<file path="src/hdl/pba_ram.sv">
// ----------------------------------------------------------------------------
// Simple dual-port RAM
// One write port, one read port, registered read data.
// ----------------------------------------------------------------------------
module pba_ram #(
    parameter int DEPTH = 64,
    parameter int WIDTH = 32
) (
    input  logic                     clk,
    input  logic                     we,
    input  logic [$clog2(DEPTH)-1:0] waddr,
    input  logic [WIDTH-1:0]         wdata,
    input  logic                     re,
    input  logic [$clog2(DEPTH)-1:0] raddr,
    output logic [WIDTH-1:0]         rdata
);

    logic [WIDTH-1:0] mem [DEPTH];

    always_ff @(posedge clk)
    begin
        if (we)
        begin
            mem[waddr] <= wdata;
        end
    end

    always_ff @(posedge clk)
    begin
        if (re)
        begin
            rdata <= mem[raddr];
        end
    end

endmodule

</file>
<file path="config.mk">
export PLATFORM = sky130hd
export DESIGN_NAME = pba_ram
export DESIGN_NICKNAME = d
export VERILOG_FILES = /design/src/hdl/pba_ram.sv
export SDC_FILE = /design/constraint.sdc
export NUM_CORES = 2
export LEC_CHECK = 0
export BUFFER_PORTS_ARGS = -buffer_cell sky130_fd_sc_hd__buf_2
export CAP_MARGIN = 10
export CORE_MARGIN = 2
export CORE_UTILIZATION = 60
export DETAILED_ROUTE_END_ITERATION = 7
export GPL_TIMING_DRIVEN = 0
export PLACE_DENSITY = 0.83
export REMOVE_ABC_BUFFERS = 1
export SYNTH_ARGS = -nofsm -noshare
export SYNTH_HDL_FRONTEND = slang
export SYNTH_SLANG_ARGS = --single-unit
</file>
<file path="constraint.sdc">
create_clock -name clk -period 4.4 [get_ports clk]
set_input_delay 0 -clock clk [delete_from_list [all_inputs] [get_ports clk]]
set_output_delay 0 -clock clk [all_outputs]
set_load 0.02 [all_outputs]
</file>
==> results.yml <==
placement:
  place_congestion: 0.856
  portBuffers: 78
  dp_cells: 5065
  hpwlAfterDp_mm: 116
finish:
  multi_input_area_sq_mm: 0.0160
  stdcell_count: 5461
  seq_area_sq_mm: 0.0625
  layout.nets: 3599
  drive_above_1_share: 0.290
  syn_to_final_growth_pct: 13.7
  final.fill_count: 6967
detailed_routing:
  dr.pass1.iters: 8
  drtIter0Drc: 9296
  num_vias: 41600
  drc: 1
  vias_per_cell: 7.63
  final_antenna_net_count: 0
  wl_per_cell_um: 44.2
  met3_length_mm: 38.4
  route.met2.wl_mm: 112
  wl_mm: 241
  wl_met1_mm: 72.8
  dr.max_layer_used: "met5"
power:
  power_frac_comb: 0.057
  p_int_mw: 31.4
  pwr-share-clk: 0.400
  seqPwrFrac: 0.543
  switchingPower_mw: 9.15
  p_per_area_mw_per_mm2: 453
  power_leakage_nw: 27.8
  power.ir.vdd_worst_v: 0.000451
  netSwitchingFraction: 0.226
worst_setup_path:
  crit_path_start: "raddr[0]"
  reg2reg_depth: 5
  regToRegStartpoint: "mem[51][27]"
  endpoint_kind: "register"
  cp-start-kind: "input port"
  required_ps: 4920
  crit_arrival_ps: 5000
  cp_max_fo: 72
  path_class: "input port to register"
  rrSetupSlack_ps: 1350
  r2r_end: "rdata[27]"
  endpoint: "rdata[27]"
sta:
  max_slew_margin: -0.140
  min_period_over_period: 1.02
  worst_slack_ps: -72.7
  maxSlewViolCount: 2
  finalHoldViolCount: 0
  worst_pin_slew_ps: 1710
  finClkSkew_ps: 31.6
  fmax_ghz: 0.224
  final_period_minus_worst_setup_slack_ps: 4470
  setup-tns-final_ps: -72.7
  finalSetupViolCount: 1
synth:
  async_reset_ff_frac: 0
  yosys.area.top_type: "edfxtp_1"
  yosys_warnings: 0
  synth.distinct_cells: 33
  synth_top_area_frac: 0.792
  synth_seq_area_share: 0.792
  synth_seq_cells: 2080
  syn_avg_cell_area_sq_um: 23.7
  ys_top_cells_by_count: "edfxtp_1, mux4_2, nor2_1"
  syn_area_sq_mm: 0.0788
  synth_edf_count: 2080
  synth_most_common_cell: "edfxtp_1"
  yosys_most_used_dff: "edfxtp_1"
  synth_area_leaders: "edfxtp_1, mux4_2, mux2i_1"
  syn_inst: 3324
clocking:
  clk_latency_ps: 840
  cts_tree: "yes"
  cts.htree.levels: 4
  cts_made_buffers: 182
  ctsRootBufferMaster: "clkbuf_16"
  clk_transition_reported_paths_ps: 80
  cts_sinks: 2080
  clockBufferDepth: 3
grt:
  grt_util_all_layers: 0.352
  grt_pass1_vias: 41300
  grt_first_pass_wirelength_mm: 327
  grt_max_degree: 97
  overflow: 0
  antenna_found_initial: 14
floorplan:
  die_h_um: 366
  start_util: 0.602
  rows: 133
  die_area_sq_mm: 0.134
  ios: 79
  coreArea_sq_mm: 0.131
  die_w_um: 366
flow_run:
  max_cap_violations: 1
status:
  outcome: "finished with violations"
  violations: "DRC, capacitance limit, slew limit, setup timing"
worst_hold_path:
  hp-class: "input port to register"
## sequential cells by signal, indices dropped and copies added, names as in the netlist
register / flops
rdata: 32
mem: 2048
## worst max-delay path, cell delays in order
cell	delay [ps]
buf_8	340
buf_16	380
buf_16	420
buf_16	460
buf_16	450
buf_16	300
mux4_2	570
o22ai_1	210
nor2_1	210
a21oi_1	1350
nor2_1	60
## power by group through the flow
stage	Combinational [mW]	Clock [mW]	Sequential (mW)
2_1_floorplan	0.813	0	22.5
3_3_place_gp	2.38	0	22.5
3_5_place_dp	2.01	0	22.5
4_1_cts	2.11	16.1	22.0
5_1_grt	2.34	16.7	22.0
6_report	2.32	16.2	22.0
## area by class of cell
class | instances | share of cell area
clock buffers | 219 | 0.0531
multi-input cells | 1062 | 0.179
repair buffers | 226 | 0.0356
diodes | 5 | 0.000140
well taps | 1755 | 0.0245
flip-flops and latches | 2080 | 0.697
clock inverters | 114 | 0.0111
## metal layers
layer	vias up	GRT usage
met5	-	0.00534
li1	14700	-
met1	21000	0.450
met2	4846	0.539
met4	20	0.218
met3	1043	0.104
## how the worst min path moves through the flow
stage                   start          to  slack [ps]  depth (start not counted)
finish               wdata[3]  mem[34][3]          50                          1
global placement     rdata[8]    rdata[8]         440                          1
floorplan            wdata[0]   mem[0][0]         100                          0
CTS                  wdata[8]  mem[61][8]           2                          1
global route         wdata[0]  mem[35][0]          50                          1
detailed placement  rdata[27]   rdata[27]         440                          1
## cells in the final DEF, fill, tap and decap left out, types with 9 or more instances in the layout
master	count
edfxtp_1	2080
dlygate4sd3_1	34
inv_6	9
nor2_1	74
mux2i_1	93
buf_2	72
nor2b_1	14
a22oi_1	12
bufinv_16	16
clkinv_2	37
mux4_2	544
buf_16	27
nor2_4	62
buf_8	9
buf_12	75
a21oi_1	53
clkbuf_16	186
clkinv_1	42
nand2_1	26
o221ai_1	27
clkbuf_1	34
o22ai_1	82
## metrics by stage
| stage | hold WS (ps) | power, mW | setup WS (ps) | util | cell area [sq um] |
|---|---|---|---|---|---|
| global route | 48.6 | 41.1 | -428 | 0.684 | 89600 |
| global placement | 444 | 24.8 | -15830 | 0.615 | 80500 |
| detailed placement | 442 | 24.5 | -859 | 0.634 | 83000 |
| finish | 54.5 | 40.6 | -72.7 | 0.685 | 89700 |
| CTS | 1.93 | 40.2 | 30.2 | 0.678 | 88800 |
| floorplan | 98.9 | 23.3 | 1390 | - | 77900 |
## cell families (layout without fill, tap and decap cells)
group / Yosys count / in the layout / share of synthesized area
AO/OA/AOI/OAI: 202 / 202 / 0.0167
buffers and inverters: 182 / 559 / 0.0112
flip-flops: 2080 / 2080 / 0.792
multiplexers: 637 / 637 / 0.167
other: 0 / 5 / 0
AND/OR/NAND/NOR: 223 / 223 / 0.0126
## what timing repair did
item                                   in CTS  in global routing
setup endpoints to repair                   1                 15
hold buffers                                9                 25
setup buffers                               0                  0
gates resized for setup                     1                 13
gates cloned                                0                  1
endpoints found under the hold margin     191               1214
Note: power is estimated with default switching activity, not from simulation.
