File: config.mk
export PLATFORM = sky130hd
export DESIGN_NAME = pba_seq_flat
export DESIGN_NICKNAME = d
export VERILOG_FILES = /design/src/hdl/pba_pkg.sv /design/src/hdl/pba_req_if.sv /design/src/hdl/pba_seq.sv /design/src/flat_wrapper.sv
export SDC_FILE = /design/constraint.sdc
export NUM_CORES = 1
export LEC_CHECK = 0
export ABC_CLOCK_PERIOD_IN_PS = 5500
export BUFFER_PORTS_ARGS = -buffer_cell sky130_fd_sc_hd__buf_2
export CAP_MARGIN = 25
export CORE_MARGIN = 4
export CORE_UTILIZATION = 35
export DETAILED_ROUTE_END_ITERATION = 16
export PLACE_DENSITY = 0.56
export REMOVE_ABC_BUFFERS = 1
export SKIP_CTS_REPAIR_TIMING = 1
export SLEW_MARGIN = 20
export SYNTH_ARGS = -nofsm -noshare
export SYNTH_HDL_FRONTEND = slang
export SYNTH_SLANG_ARGS = --single-unit
File: constraint.sdc
create_clock -name clk -period 5.5 [get_ports clk]
set_input_delay 1.1 -clock clk [delete_from_list [all_inputs] [get_ports clk]]
set_output_delay 1.1 -clock clk [all_outputs]
set_load 0.01 [all_outputs]
File: src/hdl/pba_pkg.sv
// ----------------------------------------------------------------------------
// Page bitmap allocator package
// Sizes, codes, result word type and bit-search helpers.
// ----------------------------------------------------------------------------
package pba_pkg;

    // pool geometry
    localparam int NUM_PAGES      = 65536;
    localparam int RESERVED_PAGES = 1536;
    localparam int PAGE_BYTES     = 4096;

    localparam int ADDR_W      = 32;
    localparam int PAGE_SHIFT  = $clog2(PAGE_BYTES);
    localparam int PAGE_W      = ADDR_W - PAGE_SHIFT;
    localparam int PAGE_ADDR_W = 28;
    localparam int COUNT_W     = 32;
    localparam int KIND_W      = 3;

    // bitmap words and summary groups (both 32 wide)
    localparam int BITS_PER_WORD = 32;
    localparam int BIT_IDX_W     = $clog2(BITS_PER_WORD);
    localparam int WORD_COUNT    = (NUM_PAGES + BITS_PER_WORD - 1) / BITS_PER_WORD;
    localparam int GROUP_RAW     = (WORD_COUNT + BITS_PER_WORD - 1) / BITS_PER_WORD;
    localparam int GROUP_IDX_W   = (GROUP_RAW <= 2) ? 1 : $clog2(GROUP_RAW);
    localparam int GROUP_COUNT   = 1 << GROUP_IDX_W;
    localparam int WORD_IDX_W    = GROUP_IDX_W + BIT_IDX_W;
    localparam int WORD_DEPTH    = GROUP_COUNT * BITS_PER_WORD;

    typedef enum logic [KIND_W-1:0] {
        KIND_ALLOC     = 3'd0,
        KIND_FREE      = 3'd1,
        KIND_MARK_USED = 3'd2,
        KIND_MARK_FREE = 3'd3,
        KIND_QUERY     = 3'd4
    } kind_t;

    typedef enum logic [2:0] {
        S_INIT,
        S_IDLE,
        S_SUM,
        S_MOD,
        S_DONE
    } seq_state_t;

    typedef struct packed {
        logic [PAGE_ADDR_W-1:0] page_address;
        logic                   success;
        logic                   page_in_use;
        logic [COUNT_W-1:0]     allocation_total;
        logic [COUNT_W-1:0]     release_total;
    } pba_result_t;

    typedef struct packed {
        logic                     we;
        logic [WORD_IDX_W-1:0]    waddr;
        logic [BITS_PER_WORD-1:0] wdata;
        logic                     re;
        logic [WORD_IDX_W-1:0]    raddr;
    } bm_port_t;

    typedef struct packed {
        logic                     we;
        logic [GROUP_IDX_W-1:0]   waddr;
        logic [BITS_PER_WORD-1:0] wdata;
        logic                     re;
        logic [GROUP_IDX_W-1:0]   raddr;
    } sum_port_t;

    // bitmap word after reset: reserved pages and pages past the pool read as used
    function automatic logic [BITS_PER_WORD-1:0] init_word(input logic [WORD_IDX_W-1:0] w);
        logic [BITS_PER_WORD-1:0] v;
        longint unsigned          p;
        v = '0;
        for (int b = 0; b < BITS_PER_WORD; b++)
        begin
            p = longint'(w) * BITS_PER_WORD + b;
            v[b] = (p < RESERVED_PAGES) || (p >= NUM_PAGES);
        end
        return v;
    endfunction

    // lowest clear bit of a 32-bit word
    function automatic logic [BIT_IDX_W-1:0] first_zero_bit(input logic [BITS_PER_WORD-1:0] v);
        logic [BIT_IDX_W-1:0] idx;
        idx = '0;
        for (int b = BITS_PER_WORD - 1; b >= 0; b--)
        begin
            if (!v[b])
            begin
                idx = BIT_IDX_W'(b);
            end
        end
        return idx;
    endfunction

    // lowest group whose words are not all full
    function automatic logic [GROUP_IDX_W-1:0] first_zero_group(input logic [GROUP_COUNT-1:0] v);
        logic [GROUP_IDX_W-1:0] idx;
        idx = '0;
        for (int g = GROUP_COUNT - 1; g >= 0; g--)
        begin
            if (!v[g])
            begin
                idx = GROUP_IDX_W'(g);
            end
        end
        return idx;
    endfunction

endpackage

File: src/hdl/pba_req_if.sv
// ----------------------------------------------------------------------------
// Request channel
// One request word: operation kind and physical byte address.
// ----------------------------------------------------------------------------
interface pba_req_if;
    import pba_pkg::*;

    logic                valid;
    logic                ready;
    logic [KIND_W-1:0]   kind;
    logic [ADDR_W-1:0]   byte_address;

    modport source (output valid, output kind, output byte_address, input ready);
    modport sink   (input valid, input kind, input byte_address, output ready);
endinterface

File: src/hdl/pba_seq.sv
// ----------------------------------------------------------------------------
// Allocator sequencer
// Reset sweep, first-fit search and read-modify-write of bitmap and summary.
// ----------------------------------------------------------------------------
module pba_seq (
    input  logic                   clk,
    input  logic                   rst_n,
    pba_req_if.sink                request,
    input  logic                   slot_free,
    output logic                   result_push,
    output pba_pkg::pba_result_t   result,
    output pba_pkg::bm_port_t      bm_port,
    input  logic [31:0]            bm_rdata,
    output pba_pkg::sum_port_t     sum_port,
    input  logic [31:0]            sum_rdata
);
    import pba_pkg::*;

    seq_state_t               state_reg, state_next;
    logic [KIND_W-1:0]        kind_reg, kind_next;
    logic [WORD_IDX_W-1:0]    word_reg, word_next;
    logic [BIT_IDX_W-1:0]     bit_reg, bit_next;
    logic [WORD_IDX_W-1:0]    init_idx_reg, init_idx_next;
    logic [BITS_PER_WORD-1:0] sum_acc_reg, sum_acc_next;
    logic [GROUP_COUNT-1:0]   top_reg, top_next;
    logic [COUNT_W-1:0]       alloc_cnt_reg, alloc_cnt_next;
    logic [COUNT_W-1:0]       free_cnt_reg, free_cnt_next;
    logic [PAGE_ADDR_W-1:0]   page_addr_reg, page_addr_next;
    logic                     success_reg, success_next;
    logic                     used_reg, used_next;

    logic [PAGE_W-1:0]        req_page;
    logic                     req_in_range;
    logic [BIT_IDX_W-1:0]     alloc_bit;
    logic [BIT_IDX_W-1:0]     mod_bit;
    logic [BITS_PER_WORD-1:0] mod_mask;
    logic [BITS_PER_WORD-1:0] new_word;
    logic [BITS_PER_WORD-1:0] new_sum;
    logic [PAGE_W-1:0]        found_page;
    logic [GROUP_IDX_W-1:0]   mod_group;

    assign req_page     = request.byte_address[ADDR_W-1:PAGE_SHIFT];
    assign req_in_range = {1'b0, req_page} < (PAGE_W + 1)'(NUM_PAGES);
    assign alloc_bit    = first_zero_bit(bm_rdata);
    assign mod_bit      = (kind_reg == KIND_ALLOC) ? alloc_bit : bit_reg;
    assign mod_mask     = BITS_PER_WORD'(1) << mod_bit;
    assign found_page   = PAGE_W'({word_reg, alloc_bit});
    assign mod_group    = word_reg[WORD_IDX_W-1:BIT_IDX_W];

    always_ff @(posedge clk or negedge rst_n)
    begin
        if (!rst_n)
        begin
            state_reg     <= S_INIT;
            init_idx_reg  <= '0;
            top_reg       <= '0;
            alloc_cnt_reg <= '0;
            free_cnt_reg  <= '0;
        end
        else
        begin
            state_reg     <= state_next;
            init_idx_reg  <= init_idx_next;
            top_reg       <= top_next;
            alloc_cnt_reg <= alloc_cnt_next;
            free_cnt_reg  <= free_cnt_next;
        end
    end

    always_ff @(posedge clk)
    begin
        kind_reg      <= kind_next;
        word_reg      <= word_next;
        bit_reg       <= bit_next;
        sum_acc_reg   <= sum_acc_next;
        page_addr_reg <= page_addr_next;
        success_reg   <= success_next;
        used_reg      <= used_next;
    end

    always_comb
    begin
        state_next     = state_reg;
        kind_next      = kind_reg;
        word_next      = word_reg;
        bit_next       = bit_reg;
        init_idx_next  = init_idx_reg;
        sum_acc_next   = sum_acc_reg;
        top_next       = top_reg;
        alloc_cnt_next = alloc_cnt_reg;
        free_cnt_next  = free_cnt_reg;
        page_addr_next = page_addr_reg;
        success_next   = success_reg;
        used_next      = used_reg;
        new_word       = bm_rdata;
        new_sum        = sum_rdata;
        request.ready  = 1'b0;
        result_push    = 1'b0;

        bm_port.we     = 1'b0;
        bm_port.waddr  = word_reg;
        bm_port.wdata  = bm_rdata;
        bm_port.re     = 1'b0;
        bm_port.raddr  = req_page[WORD_IDX_W+BIT_IDX_W-1:BIT_IDX_W];
        sum_port.we    = 1'b0;
        sum_port.waddr = mod_group;
        sum_port.wdata = sum_rdata;
        sum_port.re    = 1'b0;
        sum_port.raddr = req_page[WORD_IDX_W+BIT_IDX_W-1:2*BIT_IDX_W];

        unique case (state_reg)
            S_INIT:
            begin
                // one bitmap word per cycle; summary word closes every 32 words
                bm_port.we    = 1'b1;
                bm_port.waddr = init_idx_reg;
                bm_port.wdata = init_word(init_idx_reg);
                sum_acc_next  = {&bm_port.wdata, sum_acc_reg[BITS_PER_WORD-1:1]};
                if (&init_idx_reg[BIT_IDX_W-1:0])
                begin
                    sum_port.we    = 1'b1;
                    sum_port.waddr = init_idx_reg[WORD_IDX_W-1:BIT_IDX_W];
                    sum_port.wdata = sum_acc_next;
                    top_next[init_idx_reg[WORD_IDX_W-1:BIT_IDX_W]] = &sum_acc_next;
                end
                init_idx_next = init_idx_reg + 1'b1;
                if (&init_idx_reg)
                begin
                    state_next = S_IDLE;
                end
            end
            S_IDLE:
            begin
                request.ready = 1'b1;
                if (request.valid)
                begin
                    kind_next      = request.kind;
                    word_next      = req_page[WORD_IDX_W+BIT_IDX_W-1:BIT_IDX_W];
                    bit_next       = req_page[BIT_IDX_W-1:0];
                    page_addr_next = '0;
                    success_next   = 1'b0;
                    used_next      = 1'b0;
                    unique case (request.kind)
                        KIND_ALLOC:
                        begin
                            if (&top_reg)
                            begin
                                state_next = S_DONE;
                            end
                            else
                            begin
                                sum_port.re    = 1'b1;
                                sum_port.raddr = first_zero_group(top_reg);
                                word_next      = {first_zero_group(top_reg), BIT_IDX_W'(0)};
                                state_next     = S_SUM;
                            end
                        end
                        KIND_FREE, KIND_MARK_USED, KIND_MARK_FREE, KIND_QUERY:
                        begin
                            if (req_in_range)
                            begin
                                bm_port.re  = 1'b1;
                                sum_port.re = 1'b1;
                                state_next  = S_MOD;
                            end
                            else
                            begin
                                state_next = S_DONE;
                            end
                        end
                        default:
                        begin
                            state_next = S_DONE;
                        end
                    endcase
                end
            end
            S_SUM:
            begin
                // summary word of the chosen group has at least one non-full word
                word_next     = {word_reg[WORD_IDX_W-1:BIT_IDX_W], first_zero_bit(sum_rdata)};
                bm_port.re    = 1'b1;
                bm_port.raddr = word_next;
                state_next    = S_MOD;
            end
            S_MOD:
            begin
                unique case (kind_reg)
                    KIND_ALLOC, KIND_MARK_USED: new_word = bm_rdata | mod_mask;
                    KIND_FREE, KIND_MARK_FREE:  new_word = bm_rdata & ~mod_mask;
                    default:                    new_word = bm_rdata;
                endcase
                new_sum = sum_rdata;
                new_sum[word_reg[BIT_IDX_W-1:0]] = &new_word;
                if (kind_reg != KIND_QUERY)
                begin
                    bm_port.we          = 1'b1;
                    bm_port.wdata       = new_word;
                    sum_port.we         = 1'b1;
                    sum_port.wdata      = new_sum;
                    top_next[mod_group] = &new_sum;
                end
                unique case (kind_reg)
                    KIND_ALLOC:
                    begin
                        success_next   = 1'b1;
                        alloc_cnt_next = alloc_cnt_reg + 1'b1;
                        page_addr_next = {found_page[PAGE_ADDR_W-PAGE_SHIFT-1:0],
                                          PAGE_SHIFT'(0)};
                    end
                    KIND_FREE:
                    begin
                        success_next  = 1'b1;
                        free_cnt_next = free_cnt_reg + 1'b1;
                    end
                    KIND_QUERY:
                    begin
                        used_next = bm_rdata[bit_reg];
                    end
                    default:
                    begin
                    end
                endcase
                state_next = S_DONE;
            end
            S_DONE:
            begin
                if (slot_free)
                begin
                    result_push = 1'b1;
                    state_next  = S_IDLE;
                end
            end
            default:
            begin
                state_next = S_INIT;
            end
        endcase
    end

    assign result.page_address     = page_addr_reg;
    assign result.success          = success_reg;
    assign result.page_in_use      = used_reg;
    assign result.allocation_total = alloc_cnt_reg;
    assign result.release_total    = free_cnt_reg;

    // summary changes only together with its bitmap word
    assert property (@(posedge clk) disable iff (!rst_n) sum_port.we |-> bm_port.we)
        else $error("summary write without bitmap write");

    // a group picked from the top flags must hold a non-full word
    assert property (@(posedge clk) disable iff (!rst_n)
        state_reg == S_SUM |-> sum_rdata != '1)
        else $error("picked group is full");

    // allocation must land on a clear bit
    assert property (@(posedge clk) disable iff (!rst_n)
        (state_reg == S_MOD && kind_reg == KIND_ALLOC) |-> !bm_rdata[alloc_bit])
        else $error("allocated word has no clear bit");

    // a delivered word returns the sequencer to idle
    assert property (@(posedge clk) disable iff (!rst_n) result_push |=> state_reg == S_IDLE)
        else $error("sequencer did not return to idle");

endmodule

File: src/flat_wrapper.sv
// flat-port wrapper written by rule: the top's interface ports become plain ports
module pba_seq_flat import pba_pkg::*;
  (clk, rst_n, slot_free, result_push, result, bm_port, bm_rdata, sum_port, sum_rdata, request_valid, request_kind, request_byte_address, request_ready);
  pba_req_if request_i ();
  input  logic clk;
  input  logic rst_n;
  input  logic slot_free;
  output logic result_push;
  output pba_pkg::pba_result_t result;
  output pba_pkg::bm_port_t bm_port;
  input  logic [31:0] bm_rdata;
  output pba_pkg::sum_port_t sum_port;
  input  logic [31:0] sum_rdata;
  input wire logic [$bits(request_i.valid)-1:0] request_valid;
  input wire logic [$bits(request_i.kind)-1:0] request_kind;
  input wire logic [$bits(request_i.byte_address)-1:0] request_byte_address;
  output wire logic [$bits(request_i.ready)-1:0] request_ready;
  assign request_i.valid = request_valid;
  assign request_i.kind = request_kind;
  assign request_i.byte_address = request_byte_address;
  assign request_ready = request_i.ready;
  pba_seq u_core (.clk(clk), .rst_n(rst_n), .request(request_i), .slot_free(slot_free), .result_push(result_push), .result(result), .bm_port(bm_port), .bm_rdata(bm_rdata), .sum_port(sum_port), .sum_rdata(sum_rdata));
endmodule
==> run_results.csv <==
group,metric,value,unit
outcome,outcome,"complete, but fails checks",
outcome,failed_checks,"setup timing",
cells_and_area,drive_gt1_share,32.8,%
grt,antenna_found_initial,1,
placement,placement.io_buffers,276,
cells_and_area,final_cells,2819,
cts,cts_tree,"yes",
yosys,synth_edf_count,68,
timing,relSlewSlack,27.2,%
timing,worst_pin_slew,1.09,ns
routing,vias,16687,
grt,grt_max_degree,63,
hold_path,hp-class,"flop to flop",
timing,fin_setup_tns,-10.87,ns
critical_path,critPathMaxFanout,5,
cts,cts_inserted_buffers,27,
yosys,ys_top_cells_by_count,"243 x nand2_1, 187 x nor2_1, 185 x o21ai_0",
cts,clock_latency,0.57,ns
yosys,synth.area.top_cells,"dfrtp_1 23%, edfxtp_1 13%, o41ai_2 6.4%",
cts,cts_sinks,210,
yosys,yosys_warnings,0,
critical_path,cp_top_family,"simple AND/OR/NAND/NOR gates",
floorplan,die_area,47200,um^2
yosys,synth.distinct_cells,86,
critical_path,crit_top_cell,"or4_4",
grt,grt_pass1_vias,15535,
placement,place_ws,-0.631,ns
yosys,ys_seq_area_share,36.5,%
timing,finalSetupViolations,32,
timing,fmax,169,MHz
yosys,syn_area,15300,um^2
placement,postPlaceCellArea,18400,um^2
routing,drt-initial-drc-count,2007,
critical_path,cp_data_required_time,4.40,ns
critical_path,path_buf_inv,4,
placement,hpwlAfterDp,46100,um
yosys,synth.top_cell.area_share,23.2,%
cts,clk_pin_slew,0.06,ns
timing,finalHoldViolCount,0,
floorplan,core_area,43200,um^2
yosys,yosysMostFrequentCell,"nand2_1",
routing,vias_per_cell,5.92,
routing,drc,0,
critical_path,reg2reg_slack,0.52,ns
timing,grt_setup_unrepaired,"yes",
cells_and_area,area_growth,31.0,%
timing,min_period,5.93,ns
timing,fin_skew,0.0215,ns
timing,finalMaxSlewViolations,0,
floorplan,initial_utilization,35.5,%
pwr,powerDensity,189,nW/um^2
placement,place_congestion,0.972,
cells_and_area,fill_cells,4331,
yosys,synthCells,1823,
floorplan,die_h,217,um
yosys,yosysTopAreaCell,"dfrtp_1",
placement,place_inst,2741,
grt,grt_usage,25.5,%
timing,worst_slack,-0.430,ns
floorplan,design.portCount,301,
cts,cts.htree.levels,1,
critical_path,crit_path_end_kind,"output port",
routing,firstDrtPassIters,6,
cells_and_area,nNetsFinal,2319,
critical_path,max_stage_delay,0.66,ns
pwr,cellLeakagePower,0.00837,uW
critical_path,worstPathCellList,"buf_6 > nand4_1 > buf_4 > and2b_1 > o31a_1 > o21ai_2 > buf_6 > or2_4 > a22oi_2 > o22a_1 > or4_4 > or4_4 > or4_4 > nor2_2 > a21oi_1 > o21ai_1 > buf_2",
critical_path,crit_path_start_kind,"primary input",
floorplan,die_x,217,um
routing,detail-route-antenna-nets,0,
grt,grt_overflow,0,
yosys,syn_avg_cell_area,8.41,um^2
critical_path,cpMaxStageDelayCell,"or4_4",
grt,grt_first_pass_wirelength,96100,um
routing,wl_per_cell,22.9,um
critical_path,crit_arrival,4.83,ns
cts,clockBufferDepth,3,
yosys,ys.flop_type,"dfrtp_1",
cells_and_area,largest_reg_flops,64,
cts,cts-root-buf,"clkbuf_16",
timing,period_share,108,%
cells_and_area,final_area,20100,um^2
floorplan,rows,76,
yosys,ys_ff_latch,210,
job,maxCapViolCount,0,
critical_path,critical_path_class,"primary input to output port",
pwr,ir_drop,0.000236,V
routing,routed_wl,64500,um
yosys,async_reset_ff_share,67.6,%
metrics by stage:
step	hold WS (ns)	utilization, %	power (uW)
detailed placement	0.465	42.5	1930
finish	0.472	46.5	3790
floorplan	0.450	-	1730
global route	0.492	46.5	3910
CTS	0.474	44.7	3800
global placement	0.458	42.5	1930
layer usage:
layer / track usage [%] / vias to the layer above / share of wire (%)
li1: - / 7553 / -
met1: 36.0 / 8214 / 42
met2: 41.5 / 806 / 47
met3: 3.59 / 114 / 8.4
met4: 6.66 / 0 / 2.7
met5: 0 / - / 0
cells in the final DEF (no fill, tap or decap), types with 61 or more instances in the layout:
cell | Yosys | layout
o21ai_0 | 185 | 156
nand3_1 | 69 | 68
nor2_1 | 187 | 163
dfrtp_1 | 142 | 142
a21oi_1 | 141 | 123
edfxtp_1 | 68 | 68
buf_4 | 14 | 198
o41ai_2 | 60 | 61
buf_2 | 8 | 263
nand2_1 | 243 | 241
cell type report:
class	instances	area, um^2	share of cell area [%]
clock inverters	17	181	0.903
clock buffers	33	749	3.73
flip-flops and latches	210	5600	27.9
inverters	43	161	0.804
diodes	1	2.50	0.0125
well taps	585	732	3.64
multi-input cells	1440	9450	47.0
repair buffers	490	3210	16.0
worst paths after layout:
path / cells past startpoint / startpoint / endpoint
worst max-delay path: 17 / bm_rdata[13] / sum_port[9]
worst min-delay path: 1 / u_core.alloc_cnt_reg[31]$_DFFE_PN0P_ / u_core.alloc_cnt_reg[31]$_DFFE_PN0P_
worst max register to register: 16 / u_core.kind_reg[1]$_DFFE_PP_ / u_core.top_reg[2]$_DFFE_PN0P_
worst min register to register: 1 / u_core.alloc_cnt_reg[31]$_DFFE_PN0P_ / u_core.alloc_cnt_reg[31]$_DFFE_PN0P_
max in group asynchronous: 2 / rst_n / u_core.init_idx_reg[2]$_DFFE_PN0P_
min in group asynchronous: 1 / rst_n / u_core.alloc_cnt_reg[27]$_DFFE_PN0P_
kinds of logic (layout without fill, tap and decap cells):
logic type | count (synthesis) | count (layout) | synth area share, %
xor+xnor | 71 | 71 | 4.06
flops | 210 | 210 | 36.5
fa+ha+maj | 4 | 4 | 0.326
compound gates | 586 | 586 | 27.4
mux | 32 | 32 | 3.00
buf+inv | 186 | 583 | 5.60
other cells | 1 | 13 | 0.0245
simple gates | 733 | 735 | 23.1
power breakdown:
part,internal (uW),switching (uW),total (uW)
Sequential,1610,0,1610
Clock,1110,742,1860
Combinational,134,189,323
worst register-to-register path: stages, from the launching register on:
cell	delay, ns
edfxtp_1	0.38
or3_1	0.52
buf_4	0.26
nand2_1	0.23
o31ai_4	0.13
buf_6	0.15
nor4_4	0.29
mux2i_1	0.14
or4_1	0.53
a2111o_1	0.37
buf_4	0.16
buf_4	0.12
nor4b_2	0.33
o211ai_1	0.13
a211o_2	0.47
buf_12	0.21
o41ai_1	0.43
Note: power is estimated with default switching activity, not from simulation.
